## src/sv/kci_divider.sv

```systemverilog
// Restoring divider, one quotient bit per cycle, shared for modulo and weight.
// Depends on nothing.
`default_nettype none
module kci_divider #(
    parameter int NW = 32,
    parameter int DW = 19
) (
    input  wire logic          clk,
    input  wire logic          rst_n,
    input  wire logic          start,
    input  wire logic [NW-1:0] num,
    input  wire logic [DW-1:0] den,
    output logic               done,
    output logic      [NW-1:0] quo,
    output logic      [DW-1:0] rem
);
    localparam int CW = $clog2(NW + 1);

    logic [NW-1:0] q_reg;
    logic [DW-1:0] r_reg;
    logic [DW-1:0] d_reg;
    logic [CW-1:0] cnt_reg;
    logic          busy_reg;
    logic [DW:0]   trial;
    logic [DW:0]   diff;

    assign trial = {r_reg, q_reg[NW-1]};
    assign diff  = trial - {1'b0, d_reg};

    always_ff @(posedge clk or negedge rst_n)
    begin
        if (!rst_n)
        begin
            busy_reg <= 1'b0;
            cnt_reg  <= '0;
            done     <= 1'b0;
        end
        else
        begin
            done <= 1'b0;
            if (start)
            begin
                busy_reg <= 1'b1;
                cnt_reg  <= CW'(NW);
            end
            else if (busy_reg)
            begin
                cnt_reg <= cnt_reg - 1'b1;
                if (cnt_reg == CW'(1))
                begin
                    busy_reg <= 1'b0;
                    done     <= 1'b1;
                end
            end
        end
    end

    always_ff @(posedge clk)
    begin
        if (start)
        begin
            q_reg <= num;
            r_reg <= '0;
            d_reg <= den;
        end
        else if (busy_reg)
        begin
            if (!diff[DW])
            begin
                r_reg <= diff[DW-1:0];
                q_reg <= {q_reg[NW-2:0], 1'b1};
            end
            else
            begin
                r_reg <= trial[DW-1:0];
                q_reg <= {q_reg[NW-2:0], 1'b0};
            end
        end
    end

    assign quo = q_reg;
    assign rem = r_reg;
endmodule
`default_nettype wire

```

## config.mk

```make
export PLATFORM = sky130hd
export DESIGN_NAME = kci_divider
export DESIGN_NICKNAME = d
export VERILOG_FILES = /design/src/sv/kci_divider.sv
export SDC_FILE = /design/constraint.sdc
export NUM_CORES = 1
export LEC_CHECK = 0
export ABC_AREA = 1
export BUFFER_PORTS_ARGS = -buffer_cell sky130_fd_sc_hd__buf_4
export CORE_ASPECT_RATIO = 0.5
export CORE_MARGIN = 10
export CORE_UTILIZATION = 45
export DETAILED_ROUTE_END_ITERATION = 10
export PLACE_DENSITY = 0.77
export SLEW_MARGIN = 20
export SYNTH_ARGS = -nofsm -noshare
export SYNTH_HDL_FRONTEND = slang
export SYNTH_SLANG_ARGS = --single-unit
```

## constraint.sdc

```tcl
create_clock -name clk -period 2.8 [get_ports clk]
set_clock_uncertainty 0.1 [all_clocks]
set_input_delay 0.28 -clock clk [delete_from_list [all_inputs] [get_ports clk]]
set_output_delay 0.28 -clock clk [all_outputs]
set_load 0.005 [all_outputs]
```

==> impl_metrics.env, run 1 <==
export IMPL_drive_above_1_share_pct=19.6
export IMPL_gr_total_overflow=0
export IMPL_dpl_hpwl_um=8700
export IMPL_post_route_drc_count=0
export IMPL_gp_congestion=0.907
export IMPL_antenna_found_initial=1
export IMPL_ys_warn_count=0
export IMPL_clkTransAtPathRegs_ns=0.06
export IMPL_firstDrtPassIters=5
export IMPL_worstPathRequired_ns=2.93
export IMPL_cpMostUsedCell="nand2_1"
export IMPL_period_share_pct=90.5
export IMPL_synth_seq_cells=78
export IMPL_powerDensity_nw_per_um2=913
export IMPL_rr_startpoint="quo[31]"
export IMPL_rrSetupSlack_ns=0.27
export IMPL_layout_cells_non_filler=839
export IMPL_hold_viol_final=0
export IMPL_ctsHoldBuffers=1
export IMPL_crit_type="reg -> reg"
export IMPL_crit_path_max_incr_delay_ns=0.44
export IMPL_setup_ws_ns=0.266
export IMPL_final_common_cell="nand2_1"
export IMPL_nets=774
export IMPL_area_delta_synth_final_pct=27.5
export IMPL_drv_slew=0
export IMPL_period_needed_ns=2.53
export IMPL_cts_setup_buffers=0
export IMPL_core_sq_um=9570
export IMPL_worstHoldStart="den[16]"
export IMPL_die_h_um=90.5
export IMPL_startpoint_type="register"
export IMPL_cts_buffer_depth=2
export IMPL_rows=25
export IMPL_root_buffer="clkbuf_16"
export IMPL_worstPathArrival_ns=2.67
export IMPL_vias_per_cell=4.70
export IMPL_hold_end="d_reg[16]"
export IMPL_rr_worst_depth=16
export IMPL_postSynthCellCount=590
export IMPL_rsz0062_at_grt="no"
export IMPL_wire_per_inst_um=13.9
export IMPL_totalWireLength_um=11600
export IMPL_finalSetupViolations=0
export IMPL_path_cells="inv_1 > ha_1 > inv_1 > fa_1 > nand3_1 > nand3_1 > nand2_1 > nand3_1 > nand2_1 > nand2_1 > nand2_1 > nand2_1 > inv_1 > nand2_1 > nand3_1 > nand2_1"
export IMPL_die_area_sq_um=14600
export IMPL_yosysSeqAreaShare_pct=47.2
export IMPL_netlist_area_sq_um=4480
export IMPL_hold_class="in -> reg"
export IMPL_grt_usage_pct=16.3
export IMPL_dp_cells=821
export IMPL_vias=3947
export IMPL_tns_ns=0
export IMPL_power_total_mw=5.21
export IMPL_io_buffers=105
export IMPL_synth_distinct_cells=33
export IMPL_holdPathStages=1
export IMPL_grt_pass1_wl_um=19600
export IMPL_ioPinCount=106
export IMPL_post_route_util_pct=59.6
export IMPL_p_leak_nw=3.02
export IMPL_max_slew_margin_pct=69.4
export IMPL_htree_num_levels=3
export IMPL_status="completed"
export IMPL_grt_max_degree=36
export IMPL_final_cell_mix="nand2_1 (262), buf_4 (110), inv_1 (82), edfxtp_1 (51), nand3_1 (37)"
export IMPL_final_antenna_net_count=0
export IMPL_worst_skew_pair_late_latency_ns=0.34
export IMPL_ir_worst_vdd_mv=0.359
export IMPL_post_cts_resized=0
export IMPL_syn_num_nets=666
export IMPL_die_x_um=161
export IMPL_drt_iter0_drc=288
export IMPL_r2r_end="rem[16]"
export IMPL_cts_tree="built"
export IMPL_largest_reg_flops=32
export IMPL_clock_sinks=78
export IMPL_max_cap_violations=0
export IMPL_critPathCaptureType="register"
export IMPL_tightest_slew_ns=0.458
export IMPL_grt_pass1_vias=3953
export IMPL_numCtsBuffers=9
export IMPL_start_util_pct=46.8
export IMPL_fmax_mhz=395
export IMPL_slowest_stage="fa_1"
export IMPL_syn_avg_cell_area_sq_um=7.59
export IMPL_crit_fanout=4
export IMPL_preCtsSetupSlack_ns=0.334
==> worst max-delay path by stage <==
stage	from	endpoint	slack [ns]
final	quo[31]	rem[16]	0.27
after global placement	quo[31]	rem[16]	0.33
after detailed placement	quo[31]	rem[16]	0.33
after floorplan	quo[31]	rem[16]	0.72
after CTS	quo[31]	rem[16]	0.32
after global routing	quo[31]	rem[16]	0.06
==> through the flow <==
step / cell area, sq um / hold slack (ns)
3_3_place_gp: 5400 / 0.00213
3_5_place_dp: 5400 / 0.00333
2_1_floorplan: 4480 / -0.116
6_report: 5710 / 0.0201
4_1_cts: 5710 / 0.00892
5_1_grt: 5710 / 0.00461
==> power breakdown <==
| part | internal, mW | switching [mW] | leakage [nW] |
|---|---|---|---|
| Clock | 0.697 | 0.482 | 0.139 |
| Sequential | 1.47 | 0.212 | 0.792 |
| Combinational | 0.947 | 1.40 | 2.09 |
==> area by class of cell <==
type | instances | area, sq um
fillers | 900 | 3860
flip-flops and latches | 78 | 2110
multi-input cells | 414 | 1970
repair buffers | 111 | 836
inverters | 84 | 315
clock buffers | 10 | 229
well taps | 135 | 169
clock inverters | 6 | 71.3
diodes | 1 | 2.50
==> cells in the mapped netlist, drive strengths merged <==
cell    instances  area share, %
a21oi          18            2.1
and2            2           0.28
buf             5           0.92
clkbuf          9           0.75
clkinv          1          0.084
dfrtp           8            4.5
dfxtp          19            8.5
edfxtp         51             34
fa              1           0.45
ha             21            5.9
inv            83            7.0
nand2         267             23
nand3          38            4.4
nand3b          2           0.34
nand4           2           0.42
nor2           30            2.7
nor3            7           0.78
nor4            1           0.14
o21ai          10            1.1
o21bai          3           0.50
o22ai           1           0.14
or3b            1           0.20
xnor2           6            1.2
xor2            4           0.78
==> metal layers <==
metal | wire, um | GRT usage [%] | share of wire [%] | vias up
met1 | 5370 | 20.8 | 46 | 1758
li1 | - | - | - | 2063
met2 | 5110 | 24.9 | 44 | 117
met5 | 0 | 0 | 0 | -
met4 | 88 | 4.07 | 0.76 | 0
met3 | 1070 | 6.64 | 9.2 | 9
==> kinds of logic after synthesis <==
kind of cell / Yosys count / synth area share, %
adders and majority gates: 22 / 6.32
buffers and inverters: 98 / 8.72
xor gates and xnor gates: 10 / 1.96
AOI/OAI and AO/OA: 32 / 3.86
DFF: 78 / 47.2
and+or+nand+nor: 350 / 32.0
==> critical path: cells and delay by family (launching register included) <==
kind,cells,cell delay (ns)
adder cells (fa/ha/maj),2,0.66
flip-flops,1,0.41
AND/OR/NAND/NOR,11,1.01
buffers and inverters,3,0.26
No activity file was read; power rests on OpenSTA's default activity.
==> run 2, diff against run 1 <==
--- a/config.mk
+++ b/config.mk
@@ -12,6 +12,7 @@
 export CORE_UTILIZATION = 45
 export DETAILED_ROUTE_END_ITERATION = 10
 export PLACE_DENSITY = 0.77
+export RECOVER_POWER = 50
 export SLEW_MARGIN = 20
 export SYNTH_ARGS = -nofsm -noshare
 export SYNTH_HDL_FRONTEND = slang
==> impl_metrics.env, run 2 (same netlist as run 1, synthesis figures left out) <==
export IMPL_status="completed"
export IMPL_die_area_sq_um=14600
export IMPL_p_comb_share_pct=44.7
export IMPL_ir_worst_vdd_mv=0.364
export IMPL_max_slew_margin_pct=12.1
export IMPL_period_share_pct=90.2
export IMPL_nets=774
export IMPL_startpoint_type="register"
export IMPL_slowest_stage="fa_1"
export IMPL_rows=25
export IMPL_gr_total_overflow=0
export IMPL_period_needed_ns=2.52
export IMPL_tns_ns=0
export IMPL_post_cts_resized=0
export IMPL_clock_sinks=78
export IMPL_vias=3954
export IMPL_drv_slew=0
export IMPL_hold_class="in -> reg"
export IMPL_p_leak_nw=2.97
export IMPL_fmax_mhz=396
export IMPL_start_util_pct=46.8
export IMPL_drt_iter0_drc=279
export IMPL_grt_max_degree=36
export IMPL_io_buffers=105
export IMPL_crit_buf_inv=3
export IMPL_crit_type="reg -> reg"
export IMPL_path_delay_family="simple AND/OR/NAND/NOR gates"
export IMPL_switchingPower_mw=2.10
export IMPL_cts_tree="built"
export IMPL_hold_viol_final=0
export IMPL_area_delta_synth_final_pct=26.7
export IMPL_crit_fanout=4
export IMPL_cpMostUsedCell="nand2_1"
export IMPL_final_cell_area_sq_um=5670
export IMPL_grt_pass1_wl_um=19600
export IMPL_multi_input_comb_area_sq_um=1970
export IMPL_htree_num_levels=3
export IMPL_clkTransAtPathRegs_ns=0.06
export IMPL_intPower_mw=3.08
export IMPL_clockPowerShare_pct=22.8
export IMPL_nFillCells=912
export IMPL_grt_pass1_vias=3953
export IMPL_root_buffer="clkbuf_16"
export IMPL_finalSetupViolations=0
export IMPL_vias_per_cell=4.71
export IMPL_whs_ns=0.0381
export IMPL_largest_reg_flops=32
export IMPL_crit_path_max_incr_delay_ns=0.44
export IMPL_path_cells="inv_1 > ha_1 > inv_1 > fa_1 > nand3_1 > nand3_1 > nand2_1 > nand3_1 > nand2_1 > nand2_1 > nand2_1 > nand2_1 > inv_1 > nand2_1 > nand3_1 > nand2_1"
export IMPL_final_antenna_net_count=0
export IMPL_ioPinCount=106
export IMPL_pwr_share_seq_pct=32.5
export IMPL_final_cell_mix="nand2_1 (262), inv_1 (82), buf_4 (72), edfxtp_1 (51), nand3_1 (37)"
export IMPL_worstPathArrival_ns=2.66
export IMPL_totalWireLength_um=11600
export IMPL_firstDrtPassIters=4
export IMPL_cts_buffer_depth=2
export IMPL_dpl_hpwl_um=8700
export IMPL_post_route_drc_count=0
export IMPL_final_common_cell="nand2_1"
export IMPL_grt_usage_pct=16.3
export IMPL_regArea_sq_um=2110
export IMPL_worst_skew_pair_late_latency_ns=0.34
export IMPL_core_sq_um=9570
export IMPL_gp_congestion=0.907
export IMPL_tightest_slew_ns=1.32
export IMPL_wire_per_inst_um=13.8
export IMPL_max_cap_violations=0
export IMPL_numCtsBuffers=9
export IMPL_sw_frac_of_total_pct=40.5
export IMPL_place_area_sq_um=5400
export IMPL_antenna_found_initial=2
export IMPL_critPathCaptureType="register"
export IMPL_cts_setup_buffers=0
export IMPL_die_x_um=161
export IMPL_die_h_um=90.5
export IMPL_rsz0062_at_grt="no"
export IMPL_powerDensity_nw_per_um2=914
export IMPL_worstPathRequired_ns=2.93
export IMPL_drive_above_1_share_pct=18.3
run 2: cell types whose count changed in the layout (fill, tap and decap cells not counted):
cell      previous run  this run
buf_4              110        72
clkbuf_1             1        10
clkbuf_2             0         2
clkbuf_4             0        27
run 2: stage by stage:
step	power (mW)	setup WS, ns	std cells	utilization (%)
2_1_floorplan	3.32	0.721	590	-
3_3_place_gp	4.01	0.335	821	56.4
3_5_place_dp	4.05	0.334	821	56.4
4_1_cts	5.25	0.316	838	59.6
5_1_grt	5.65	0.0587	838	59.2
6_report	5.18	0.276	839	59.2
run 2: path summary, 6_finish.rpt:
| path | cells past startpoint | slack, ns | to | from |
|---|---|---|---|---|
| max in group asynchronous | 2 | 2.01 | cnt_reg[0] | rst_n |
| setup / recovery | 16 | 0.28 | rem[16] | quo[31] |
| hold / removal | 1 | 0.04 | d_reg[3] | den[3] |
| hold reg to reg | 2 | 0.39 | rem[11] | rem[11] |
| setup reg to reg | 16 | 0.28 | rem[16] | quo[31] |
| min in group asynchronous | 2 | 0.30 | cnt_reg[4] | rst_n |
run 2: cell type report:
class                   instances  area share (%)
flip-flops and latches         78            37.2
multi-input cells             414            34.8
repair buffers                111            14.1
inverters                      84            5.56
clock buffers                  10            4.04
well taps                     135            2.98
clock inverters                 6            1.26
diodes                          1          0.0441
run 2: what timing repair did:
item | CTS | global route
hold endpoints to repair | 8 | 0
setup endpoints to repair | 0 | 0
hold buffers | 1 | 0
run 2: power groups by stage:
stage	clock network, mW	registers, mW	logic (mW)
detailed placement	0	1.70	2.34
CTS	1.21	1.69	2.36
finish	1.18	1.69	2.31
global route	1.25	1.72	2.67
global placement	0	1.70	2.31
floorplan	0	1.67	1.65
run 2: worst register-to-register path: cells and delay by family, from the launching register on:
kind	cells	cell delay [ns]
adder cells (fa/ha/maj)	2	0.66
buffers and inverters	3	0.26
flip-flops	1	0.41
AND/OR/NAND/NOR	11	1.00
run 2: metal layers:
layer / wire length [um] / vias to the layer above / GRT usage [%] / share of wire (%)
met2: 5000 / 110 / 24.9 / 43
met5: 13 / - / 0 / 0.11
met1: 5490 / 1765 / 20.8 / 47
li1: - / 2061 / - / -
met3: 964 / 16 / 6.64 / 8.3
met4: 123 / 2 / 4.07 / 1.1
==> run 3, diff against run 2 <==
--- a/config.mk
+++ b/config.mk
@@ -9,9 +9,9 @@
 export BUFFER_PORTS_ARGS = -buffer_cell sky130_fd_sc_hd__buf_4
 export CORE_ASPECT_RATIO = 0.5
 export CORE_MARGIN = 10
-export CORE_UTILIZATION = 45
+export CORE_UTILIZATION = 54
 export DETAILED_ROUTE_END_ITERATION = 10
-export PLACE_DENSITY = 0.77
+export PLACE_DENSITY = 0.88
 export RECOVER_POWER = 50
 export SLEW_MARGIN = 20
 export SYNTH_ARGS = -nofsm -noshare
==> impl_metrics.env, run 3 (same netlist as run 1, synthesis figures left out) <==
export IMPL_status="completed"
export IMPL_grt_usage_pct=19.4
export IMPL_finalSetupViolations=0
export IMPL_die_h_um=84.4
export IMPL_area_delta_synth_final_pct=27.4
export IMPL_nFillCells=614
export IMPL_worstPathArrival_ns=2.59
export IMPL_grt_max_degree=56
export IMPL_period_share_pct=88.1
export IMPL_max_cap_violations=0
export IMPL_ir_worst_vdd_mv=0.476
export IMPL_vias_per_cell=4.92
export IMPL_htree_num_levels=3
export IMPL_final_cell_mix="nand2_1 (262), inv_1 (82), buf_4 (73), edfxtp_1 (51), nand3_1 (37)"
export IMPL_path_delay_family="simple AND/OR/NAND/NOR gates"
export IMPL_cpMostUsedCell="nand2_1"
export IMPL_powerDensity_nw_per_um2=950
export IMPL_die_x_um=149
export IMPL_grt_pass1_vias=4144
export IMPL_startpoint_type="register"
export IMPL_gp_congestion=0.909
export IMPL_io_buffers=105
export IMPL_fmax_mhz=405
export IMPL_worst_skew_pair_late_latency_ns=0.34
export IMPL_start_util_pct=55.8
export IMPL_drt_iter0_drc=231
export IMPL_cts_buffer_depth=2
export IMPL_crit_buf_inv=3
export IMPL_antenna_found_initial=0
export IMPL_rr_worst_depth=16
export IMPL_rows=23
export IMPL_period_needed_ns=2.47
export IMPL_core_sq_um=8030
export IMPL_setup_ws_ns=0.333
export IMPL_hold_end="d_reg[11]"
export IMPL_clock_sinks=78
export IMPL_drv_slew=0
export IMPL_clkTransAtPathRegs_ns=0.06
export IMPL_final_common_cell="nand2_1"
export IMPL_firstDrtPassIters=5
export IMPL_max_slew_margin_pct=17.8
export IMPL_path_cells="inv_1 > ha_1 > inv_1 > fa_1 > nand3_1 > nand3_1 > nand2_1 > nand3_1 > nand2_1 > nand2_1 > nand2_1 > nand2_1 > inv_1 > nand2_1 > nand3_1 > nand2_1"
export IMPL_die_area_sq_um=12600
export IMPL_holdPathStages=1
export IMPL_tns_ns=0
export IMPL_rr_startpoint="quo[31]"
export IMPL_rsz0062_at_grt="no"
export IMPL_rrSetupSlack_ns=0.33
export IMPL_drive_above_1_share_pct=18.8
export IMPL_grt_pass1_wl_um=19900
export IMPL_crit_type="reg -> reg"
export IMPL_post_cts_resized=0
export IMPL_tightest_slew_ns=1.23
export IMPL_crit_fanout=4
export IMPL_largest_reg_flops=32
export IMPL_vias=4012
export IMPL_root_buffer="clkbuf_16"
export IMPL_slowest_stage="fa_1"
export IMPL_dpl_hpwl_um=8920
export IMPL_ioPinCount=106
export IMPL_n_antenna_cell=0
export IMPL_final_antenna_net_count=0
export IMPL_gr_total_overflow=0
export IMPL_hold_class="in -> reg"
export IMPL_cts_tree="built"
export IMPL_numCtsBuffers=9
export IMPL_nets=774
export IMPL_hold_viol_final=0
export IMPL_worstPathRequired_ns=2.93
export IMPL_worstHoldStart="den[11]"
export IMPL_r2r_end="rem[16]"
export IMPL_preCtsSetupSlack_ns=0.389
export IMPL_totalWireLength_um=12100
export IMPL_post_route_drc_count=0
export IMPL_p_leak_nw=3.01
export IMPL_critPathCaptureType="register"
export IMPL_crit_path_max_incr_delay_ns=0.44
export IMPL_wire_per_inst_um=14.8
[run 3: how the worst max path moves through the flow]
stage	from	to	slack, ns	cells after the start
6_report	quo[31]	rem[16]	0.33	16
5_1_grt	quo[31]	rem[16]	0.05	16
4_1_cts	quo[31]	rem[16]	0.36	16
3_5_place_dp	quo[31]	rem[16]	0.39	16
3_3_place_gp	quo[31]	rem[16]	0.38	16
2_1_floorplan	quo[31]	rem[16]	0.72	16
[run 3: what timing repair did]
item                                   in CTS  in global routing
buffers inserted                            0                  0
setup endpoints to repair                   0                  0
endpoints found under the hold margin       8                  0
hold buffers                                1                  0
[run 3: final cells by class]
type | count | area, sq um | area share (%)
Clock buffer | 11 | 243 | 4.26
Timing Repair Buffer | 111 | 811 | 14.2
Multi-Input combinational cell | 414 | 1970 | 34.6
Inverter | 84 | 315 | 5.53
Clock inverter | 5 | 106 | 1.87
Tap cell | 112 | 140 | 2.46
Sequential cell | 78 | 2110 | 37.0
[run 3: metrics by stage]
stage / power (mW) / area [sq um] / cells / hold slack (ns) / utilization [%]
global placement: 4.00 / 5370 / 798 / 0.00172 / 66.9
floorplan: 3.32 / 4480 / 590 / -0.116 / -
finish: 5.41 / 5700 / 815 / 0.0380 / 71.0
global route: 5.86 / 5700 / 815 / 0.0301 / 71.0
detailed placement: 4.05 / 5370 / 798 / 0.00653 / 66.9
CTS: 5.46 / 5730 / 815 / 0.00989 / 71.3
[run 3: report_power, final]
group	switching (mW)	leakage, nW	internal, mW
clock network	0.482	0.166	0.899
logic	1.43	2.05	0.927
registers	0.205	0.792	1.47
[run 3: metal layers]
layer / global-route usage [%] / routed length, um / part of all wire, %
met1: 23.8 / 5420 / 45
met3: 9.26 / 1300 / 11
met2: 30.3 / 5250 / 44
met4: 4.25 / 97 / 0.80
met5: 0 / 0 / 0
